===== src/design/lrt_pkg.sv =====
// ---------------------------------------------------------------------------
// lrt_pkg
// Shared types and constants for the learning reflector table: the entry
// layout held in each cell and the control word broadcast along the chain.
// ---------------------------------------------------------------------------
package lrt_pkg;

    localparam logic        OP_PACKET     = 1'b0;
    localparam logic        OP_TICK       = 1'b1;
    localparam logic [15:0] AGE_MAX       = 16'hFFFF;
    localparam logic [15:0] TIMEOUT_RESET = 16'd10;

    typedef struct packed {
        logic [31:0] address;
        logic [15:0] port;
        logic [15:0] age;
    } entry_t;

    // Broadcast to every cell. shift moves each entry one cell toward the
    // head; push loads push_data at the tail of the valid run.
    typedef struct packed {
        logic        shift;
        logic        push;
        entry_t      push_data;
        logic [31:0] key_address;
        logic [15:0] key_port;
    } cell_ctrl_t;

endpackage


===== src/design/lrt_cell.sv =====
// ---------------------------------------------------------------------------
// lrt_cell
// One table slot. Holds an entry and its valid bit, compares it against the
// broadcast key, and shifts, holds or loads the pushed entry each cycle.
// ---------------------------------------------------------------------------
module lrt_cell (
    input  logic               aclk,
    input  logic               aresetn,
    input  lrt_pkg::cell_ctrl_t ctrl,
    input  lrt_pkg::entry_t    right_entry,
    input  logic               right_valid,
    input  logic               left_valid,
    output lrt_pkg::entry_t    entry,
    output logic               valid,
    output logic               match
);

    lrt_pkg::entry_t entry_reg, entry_next;
    logic            valid_reg, valid_next;

    always_comb begin
        entry_next = entry_reg;
        valid_next = valid_reg;
        if (ctrl.shift) begin
            entry_next = right_entry;
            valid_next = right_valid;
            // The last valid cell takes the pushed entry as the run moves up.
            if (ctrl.push && valid_reg && !right_valid) begin
                entry_next = ctrl.push_data;
                valid_next = 1'b1;
            end
        end else if (ctrl.push && !valid_reg && left_valid) begin
            entry_next = ctrl.push_data;
            valid_next = 1'b1;
        end
    end

    always_ff @(posedge aclk) begin
        if (!aresetn) begin
            valid_reg <= 1'b0;
        end else begin
            valid_reg <= valid_next;
        end
        entry_reg <= entry_next;
    end

    assign entry = entry_reg;
    assign valid = valid_reg;
    assign match = valid_reg && (entry_reg.address == ctrl.key_address)
                   && (entry_reg.port == ctrl.key_port);

endmodule


===== src/design/learning_reflector_table_with_aging.sv =====
// A packet item passes through lookup and then one forward rotation of the cell chain before the
// next item is accepted; its results are registered, and when the sender is the oldest entry the
// first rotation step forwards nothing.
// A tick item sweeps the chain once; both rotate one entry per cycle unless stalled.
// A stalled result register holds the rotation until the result is taken.
// Reset empties the table and loads the timeout register with 10; entry contents are not cleared.
// ---------------------------------------------------------------------------
// learning_reflector_table_with_aging
// Endpoint table built as a chain of cells kept in insertion order. Packets
// look up and learn the sender, then rotate the chain once to forward to
// other entries; ticks rotate the chain once, aging and dropping entries.
// ---------------------------------------------------------------------------
module learning_reflector_table_with_aging #(
    parameter int TABLE_DEPTH = 16
) (
    input  logic        aclk,
    input  logic        aresetn,
    input  logic        cfg_we,
    input  logic [15:0] cfg_wdata,
    input  logic        s_valid,
    output logic        s_ready,
    input  logic        s_opcode,
    input  logic [31:0] s_src_address,
    input  logic [15:0] s_src_port,
    output logic        m_valid,
    input  logic        m_ready,
    output logic [31:0] m_dest_address,
    output logic [15:0] m_dest_port,
    output logic        m_last
);

    localparam int CNT_W = $clog2(TABLE_DEPTH + 1);

    typedef enum logic [1:0] {ST_IDLE, ST_LOOKUP, ST_FORWARD, ST_SWEEP} state_t;

    state_t              state_reg;
    logic [31:0]         key_address_reg;
    logic [15:0]         key_port_reg;
    logic [CNT_W-1:0]    count_reg, rot_reg, lim_reg, sent_reg, total_reg;
    logic [15:0]         timeout_reg;
    logic                out_valid_reg, out_last_reg;
    logic [31:0]         out_address_reg;
    logic [15:0]         out_port_reg;

    lrt_pkg::cell_ctrl_t ctrl;
    lrt_pkg::entry_t     cell_entry [TABLE_DEPTH];
    logic [TABLE_DEPTH-1:0] cell_valid, cell_match;

    lrt_pkg::entry_t     head;
    logic                hit, full, head_match, emit_want, can_out, step;
    logic                keep, emit;
    logic [15:0]         aged;

    genvar gi;
    generate
        for (gi = 0; gi < TABLE_DEPTH; gi++) begin : g_cell
            lrt_pkg::entry_t right_entry;
            logic            right_valid, left_valid;
            if (gi == TABLE_DEPTH - 1) begin : g_tail
                assign right_entry = '0;
                assign right_valid = 1'b0;
            end else begin : g_mid
                assign right_entry = cell_entry[gi+1];
                assign right_valid = cell_valid[gi+1];
            end
            if (gi == 0) begin : g_head
                assign left_valid = 1'b1;
            end else begin : g_body
                assign left_valid = cell_valid[gi-1];
            end
            lrt_cell u_cell (
                .aclk        (aclk),
                .aresetn     (aresetn),
                .ctrl        (ctrl),
                .right_entry (right_entry),
                .right_valid (right_valid),
                .left_valid  (left_valid),
                .entry       (cell_entry[gi]),
                .valid       (cell_valid[gi]),
                .match       (cell_match[gi])
            );
        end
    endgenerate

    assign head       = cell_entry[0];
    assign hit        = |cell_match;
    assign full       = (count_reg == CNT_W'(TABLE_DEPTH));
    assign head_match = (head.address == key_address_reg) && (head.port == key_port_reg);
    assign emit_want  = !head_match && (sent_reg != total_reg);
    assign can_out    = !out_valid_reg || m_ready;
    assign step       = !emit_want || can_out;
    assign emit       = (state_reg == ST_FORWARD) && (rot_reg != lim_reg) && step && emit_want;
    assign aged       = (head.age == lrt_pkg::AGE_MAX) ? head.age : head.age + 16'd1;
    assign keep       = (aged <= timeout_reg);

    always_comb begin
        ctrl             = '0;
        ctrl.key_address = key_address_reg;
        ctrl.key_port    = key_port_reg;
        ctrl.push_data   = head;
        unique case (state_reg)
            ST_IDLE: begin
            end
            ST_LOOKUP: begin
                ctrl.push              = !hit && !full;
                ctrl.push_data.address = key_address_reg;
                ctrl.push_data.port    = key_port_reg;
                ctrl.push_data.age     = 16'd0;
            end
            ST_FORWARD: begin
                if (rot_reg != lim_reg && step) begin
                    ctrl.shift = 1'b1;
                    ctrl.push  = 1'b1;
                    if (head_match) begin
                        ctrl.push_data.age = 16'd0;
                    end
                end
            end
            ST_SWEEP: begin
                if (rot_reg != lim_reg) begin
                    ctrl.shift         = 1'b1;
                    ctrl.push          = keep;
                    ctrl.push_data.age = aged;
                end
            end
            default: begin
            end
        endcase
    end

    always_ff @(posedge aclk) begin
        if (!aresetn) begin
            state_reg     <= ST_IDLE;
            count_reg     <= '0;
            rot_reg       <= '0;
            lim_reg       <= '0;
            sent_reg      <= '0;
            total_reg     <= '0;
            timeout_reg   <= lrt_pkg::TIMEOUT_RESET;
            out_valid_reg <= 1'b0;
        end else begin
            if (cfg_we) begin
                timeout_reg <= cfg_wdata;
            end
            if (emit) begin
                out_valid_reg <= 1'b1;
            end else if (m_ready) begin
                out_valid_reg <= 1'b0;
            end
            unique case (state_reg)
                ST_IDLE: begin
                    if (s_valid) begin
                        key_address_reg <= s_src_address;
                        key_port_reg    <= s_src_port;
                        rot_reg         <= '0;
                        sent_reg        <= '0;
                        lim_reg         <= count_reg;
                        state_reg       <= (s_opcode == lrt_pkg::OP_TICK) ? ST_SWEEP : ST_LOOKUP;
                    end
                end
                ST_LOOKUP: begin
                    // A full table with a new sender forwards to all but the newest entry.
                    total_reg <= (hit || full) ? count_reg - CNT_W'(1) : count_reg;
                    if (!hit && !full) begin
                        count_reg <= count_reg + CNT_W'(1);
                        lim_reg   <= count_reg + CNT_W'(1);
                    end
                    state_reg <= ST_FORWARD;
                end
                ST_FORWARD: begin
                    if (rot_reg == lim_reg) begin
                        state_reg <= ST_IDLE;
                    end else if (step) begin
                        rot_reg <= rot_reg + CNT_W'(1);
                        if (emit_want) begin
                            out_address_reg <= head.address;
                            out_port_reg    <= head.port;
                            out_last_reg    <= (CNT_W'(sent_reg + CNT_W'(1)) == total_reg);
                            sent_reg        <= sent_reg + CNT_W'(1);
                        end
                    end
                end
                ST_SWEEP: begin
                    if (rot_reg == lim_reg) begin
                        state_reg <= ST_IDLE;
                    end else begin
                        rot_reg <= rot_reg + CNT_W'(1);
                        if (!keep) begin
                            count_reg <= count_reg - CNT_W'(1);
                        end
                    end
                end
                default: begin
                    state_reg <= ST_IDLE;
                end
            endcase
        end
    end

    assign s_ready        = (state_reg == ST_IDLE);
    assign m_valid        = out_valid_reg;
    assign m_dest_address = out_address_reg;
    assign m_dest_port    = out_port_reg;
    assign m_last         = out_last_reg;

    // The valid run in the chain always matches the entry count.
    a_count_matches_valid: assert property (@(posedge aclk) disable iff (!aresetn)
        $countones(cell_valid) == int'(count_reg))
        else $error("cell valid bits disagree with entry count");

    // Learning never stores a sender twice.
    a_unique_match: assert property (@(posedge aclk) disable iff (!aresetn)
        $onehot0(cell_match))
        else $error("more than one cell matches the key");

    // Forwarding never emits more items than planned.
    a_sent_bound: assert property (@(posedge aclk) disable iff (!aresetn)
        (state_reg == ST_FORWARD) |-> (sent_reg <= total_reg))
        else $error("forward count overran its total");

    // The last item of a packet leaves only once the planned count is reached.
    a_last_count: assert property (@(posedge aclk) disable iff (!aresetn)
        ($rose(out_valid_reg) && out_last_reg && state_reg == ST_FORWARD)
        |-> (sent_reg == total_reg))
        else $error("last flag raised before the final destination");

endmodule


===== config.mk =====
export PLATFORM = sky130hd
export DESIGN_NAME = learning_reflector_table_with_aging
export DESIGN_NICKNAME = d
export VERILOG_FILES = /design/src/design/lrt_pkg.sv /design/src/design/lrt_cell.sv /design/src/design/learning_reflector_table_with_aging.sv
export SDC_FILE = /design/constraint.sdc
export NUM_CORES = 2
export LEC_CHECK = 0
export BUFFER_PORTS_ARGS = -buffer_cell sky130_fd_sc_hd__buf_2
export CAP_MARGIN = 20
export CORE_AREA = 2 2 331 333
export CTS_BUF_LIST = sky130_fd_sc_hd__clkbuf_16
export CTS_CLUSTER_DIAMETER = 100
export DETAILED_ROUTE_END_ITERATION = 10
export DIE_AREA = 0 0 333 335
export PLACE_DENSITY = 0.83
export SLEW_MARGIN = 15
export SYNTH_ARGS = -nofsm -noshare
export SYNTH_HDL_FRONTEND = slang
export SYNTH_SLANG_ARGS = --single-unit

===== constraint.sdc =====
create_clock -name aclk -period 15.5 [get_ports aclk]
set_input_delay 3.1 -clock aclk [delete_from_list [all_inputs] [get_ports aclk]]
set_output_delay 3.1 -clock aclk [all_outputs]
set_load 0.01 [all_outputs]

==> results.txt <==
Compared with the post-synthesis result, the final layout area differs by 8.092%. Leaving out fill and tap cells, the most frequent cells in the layout are edfxtp_1 (1,121), nor2_1 (957), a21oi_1 (915). The number of flip-flops and latches in the synthesized netlist is 1,181. The number of primary I/O pins is 121. The worst setup path is of the reg2reg kind.

The logs give 0.5449 for the initial cell density of the core and 117 for the number of clock buffers inserted by TritonCTS. Once detail routing completed, the nets flagged for antenna violations numbered 0. The largest area contributor in the synthesized netlist was edfxtp_1.

The die is 333 um wide. Data on the critical path arrives at its endpoint at 6.18 ns. The minimum clock period came out at 5.783 ns. The element type at the critical path start is a flip-flop. The synthesized netlist occupies a cell area of 0.05890 mm^2.

The clock-pin slew on the worst setup and hold paths is 0.07 ns, and the vias after detailed routing is 40,100. Summing all flip-flop and latch instances after layout gives 0.03486 mm^2. The fraction of power spent switching nets is 0.2943, and the number of H-tree levels is 3. The flow ran to the end, and the final reports show no timing, DRC or antenna violations. The total setup violations reported at the end of the flow was 0. Synthesized instance count: 5,212. In this run the mean area of a mapped cell was 11.30 um^2.

After detailed routing, the average wire length per cell comes to 23.61 um. After the first detailed-routing iteration, the DRC count stood at 5,251. For the number of global-route vias before repair, the log shows 36,710.

The final layout contains routed wiring with a total length of 157,500 um. CTS placed an instance of clkbuf_16 at the clock tree root. The die outline height is 335 um.

The run gives 0.02122 mm^2 as the area of combinational cells with multiple inputs. TritonCTS built the clock tree. After detailed routing, the number of vias per cell comes to 6.012. The tools report the first-pass GRT wire length as 231,800 um. On the final layout, the worst clock skew is 0.03357 ns. Fraction of registers with async set/reset: 0. The register with the most flip-flops in the layout has 1,024 of them.

For the placed instance count, the log shows 6,454. Post-CTS repair changed the size of 0 cells. The first detailed-routing pass ran for 9 iterations. The number of cells in the finished layout apart from fillers was 6,670; the total congestion overflow after global routing was 0. The largest net degree at the start of global routing was 97.

Global routing usage summed across all routing layers: 0.2779. Routability-driven placement finished with a final weighted congestion of 1.061. The initial antenna violation count was 0; the clock network fraction of design power was 0.313.

The number of flops mapped to enable cells by yosys is 1,121. The final layout contains 5,251 nets. The run gives 0.5919 as the register area share after synthesis. The share of power burned in combinational logic came out at 0.201. The number of buffers inserted by hold repair at cts was 0; the TritonCTS sink count was 1,181.

Worst relative slew slack: 0.1289. For the pin with the worst max-slew slack, the measured transition is 1.296 ns. The run gives 0 as the number of pins exceeding their max-slew limit in the final report.

Row generation in the floorplan step produced 121 rows. Across the run, the number of max-cap violations was 0. The classification of the worst-slack hold path is reg2reg. Counting the fill cells in the layout gives 8,378. Total power for the finished layout comes to 8.801 mW.

The run gives 0 as the post-detailed-route DRC marker count. For this run, the number of Yosys warnings is 0. The port buffer count is 120, and the leakage component of the power is 22.13 nW. The tools report the register share of total power as 0.486. Summed over all failing endpoints, the final setup total negative slack is 0 ns. The number of hold violations in the final report was 0; the post-CTS repair timing setup buffer count was 0. The share of the synthesized area in the top cell type works out to 0.5715. The synthesized netlist contains 83 unique library cells.

Leaving out fill and tap cells, the most frequent cell in the layout is edfxtp_1. The analysis attributes to net switching a power of 2.590 mW. Power spread over the standard cell area amounts to 138.2 mW/mm^2.

The synthesized netlist net count is 5,303. The run gives 116,200 um as the post-detailed-placement half-perimeter wirelength. The run gives 0.72 ns as the clock insertion delay at the later pin of the skew report. For this run, the leading register cell type out of synthesis is edfxtp_1.

After synthesis, the cell types taking the most area are edfxtp_1 (57%), a21oi_1 (7.8%), xnor2_1 (6.1%). The endpoint kind of the worst setup timing path is a flip-flop. Counting along the longest clock path gives a buffer depth of 3.

The die covers 0.1116 mm^2. Data required time at the worst endpoint: 15.90 ns. The highest fanout seen on the critical path was 92; the placeable core area was 0.1081 mm^2.

The highest achievable clock rate is 172.9 MHz. The portion of the clock cycle consumed by the worst path in the final layout works out to 0.3731. Setup repair after global routing left no endpoint under its margin.

The internal power consumption came out at 6.211 mW. The fraction of layout instances using a drive strength above 1 is 0.09627, and the largest vdd supply drop is 0.1071 mV. The repair_antennas step left the layout with diodes totalling 0.
area by class of cell:
type / count / share of cell area
sequential: 1181 / 0.5476
clock inverter: 95 / 0.01112
tap: 1414 / 0.02779
timing repair buffer: 248 / 0.02465
inverter: 139 / 0.008274
multi-input combinational: 3473 / 0.3334
clock buffer: 120 / 0.04717
path summary, 6_finish.rpt:
kind / startpoint / endpoint / slack, ns / cells past startpoint
setup / recovery: g_cell[0].u_cell.entry[0]$_DFFE_PP_ / g_cell[13].u_cell.entry[59]$_DFFE_PP_ / 9.72 / 19
hold / removal: lim_reg[3]$_SDFFE_PN0P_ / lim_reg[3]$_SDFFE_PN0P_ / 0.49 / 2
setup reg to reg: g_cell[0].u_cell.entry[0]$_DFFE_PP_ / g_cell[13].u_cell.entry[59]$_DFFE_PP_ / 9.72 / 19
hold reg to reg: lim_reg[3]$_SDFFE_PN0P_ / lim_reg[3]$_SDFFE_PN0P_ / 0.49 / 2
synth_stat cells (60+ instances only):
cell / instances
xnor2_1: 412
nand2_1: 64
nor4_1: 100
clkbuf_1: 134
buf_2: 170
xor2_1: 334
nand4_1: 126
mux2i_1: 136
a21oi_1: 916
inv_1: 135
dfxtp_1: 60
edfxtp_1: 1121
nor3_1: 94
buf_6: 60
nor2_1: 960
layer usage:
layer | vias up | share of wire | GRT usage
li1 | 18400 | - | -
met1 | 18900 | 0.39 | 0.3756
met2 | 2369 | 0.44 | 0.4251
met3 | 433 | 0.10 | 0.04360
met4 | 0 | 0.068 | 0.1687
met5 | - | 0 | 0
power by group through the flow:
stage / logic (mW) / registers, mW / clock network, mW
floorplan: 1.26 / 4.29 / 0
global placement: 1.66 / 4.33 / 0
detailed placement: 1.71 / 4.34 / 0
finish: 1.77 / 4.28 / 2.75
global route: 1.92 / 4.31 / 2.90
CTS: 1.73 / 4.28 / 2.78
cell families (layout without fill, tap and decap cells):
family | after synthesis | in the layout | share of synthesized area
AOI/OAI and AO/OA | 1112 | 1112 | 0.1058
xor gates and xnor gates | 746 | 746 | 0.1109
adders and majority gates | 21 | 21 | 0.004461
buffers and inverters | 558 | 602 | 0.05358
DFF | 1181 | 1181 | 0.5919
muxes | 136 | 136 | 0.02311
and+or+nand+nor | 1458 | 1458 | 0.1102
worst max-delay path, cell delays in order (launching register included):
cell and delay [ns]:
edfxtp_1 0.46, ha_1 0.25, nand2_1 0.08, nor4_2 0.53, nand3_2 0.31, nand2b_1 0.23, nor2_1 0.08, nand4_1 0.15
xnor2_1 0.16, ha_1 0.27, a21o_1 0.16, a21o_1 0.17, a211oi_1 0.20, o21ai_0 0.11, a211o_1 0.30, nand4_1 0.12
buf_4 0.40, o21a_4 0.45, buf_4 0.74, a21oi_1 0.20
through the flow:
stage | setup slack [ns] | cell area, um^2 | hold WS (ns) | util
global route | 9.401 | 63660 | 0.5030 | 0.5889
detailed placement | 9.532 | 59940 | 0.4781 | 0.5545
finish | 9.717 | 63660 | 0.4938 | 0.5889
global placement | 9.592 | 59940 | 0.4661 | 0.5545
CTS | 9.778 | 63650 | 0.4868 | 0.5888
floorplan | 7.996 | 58900 | 0.4498 | -
Note: power is estimated with default switching activity, not from simulation.
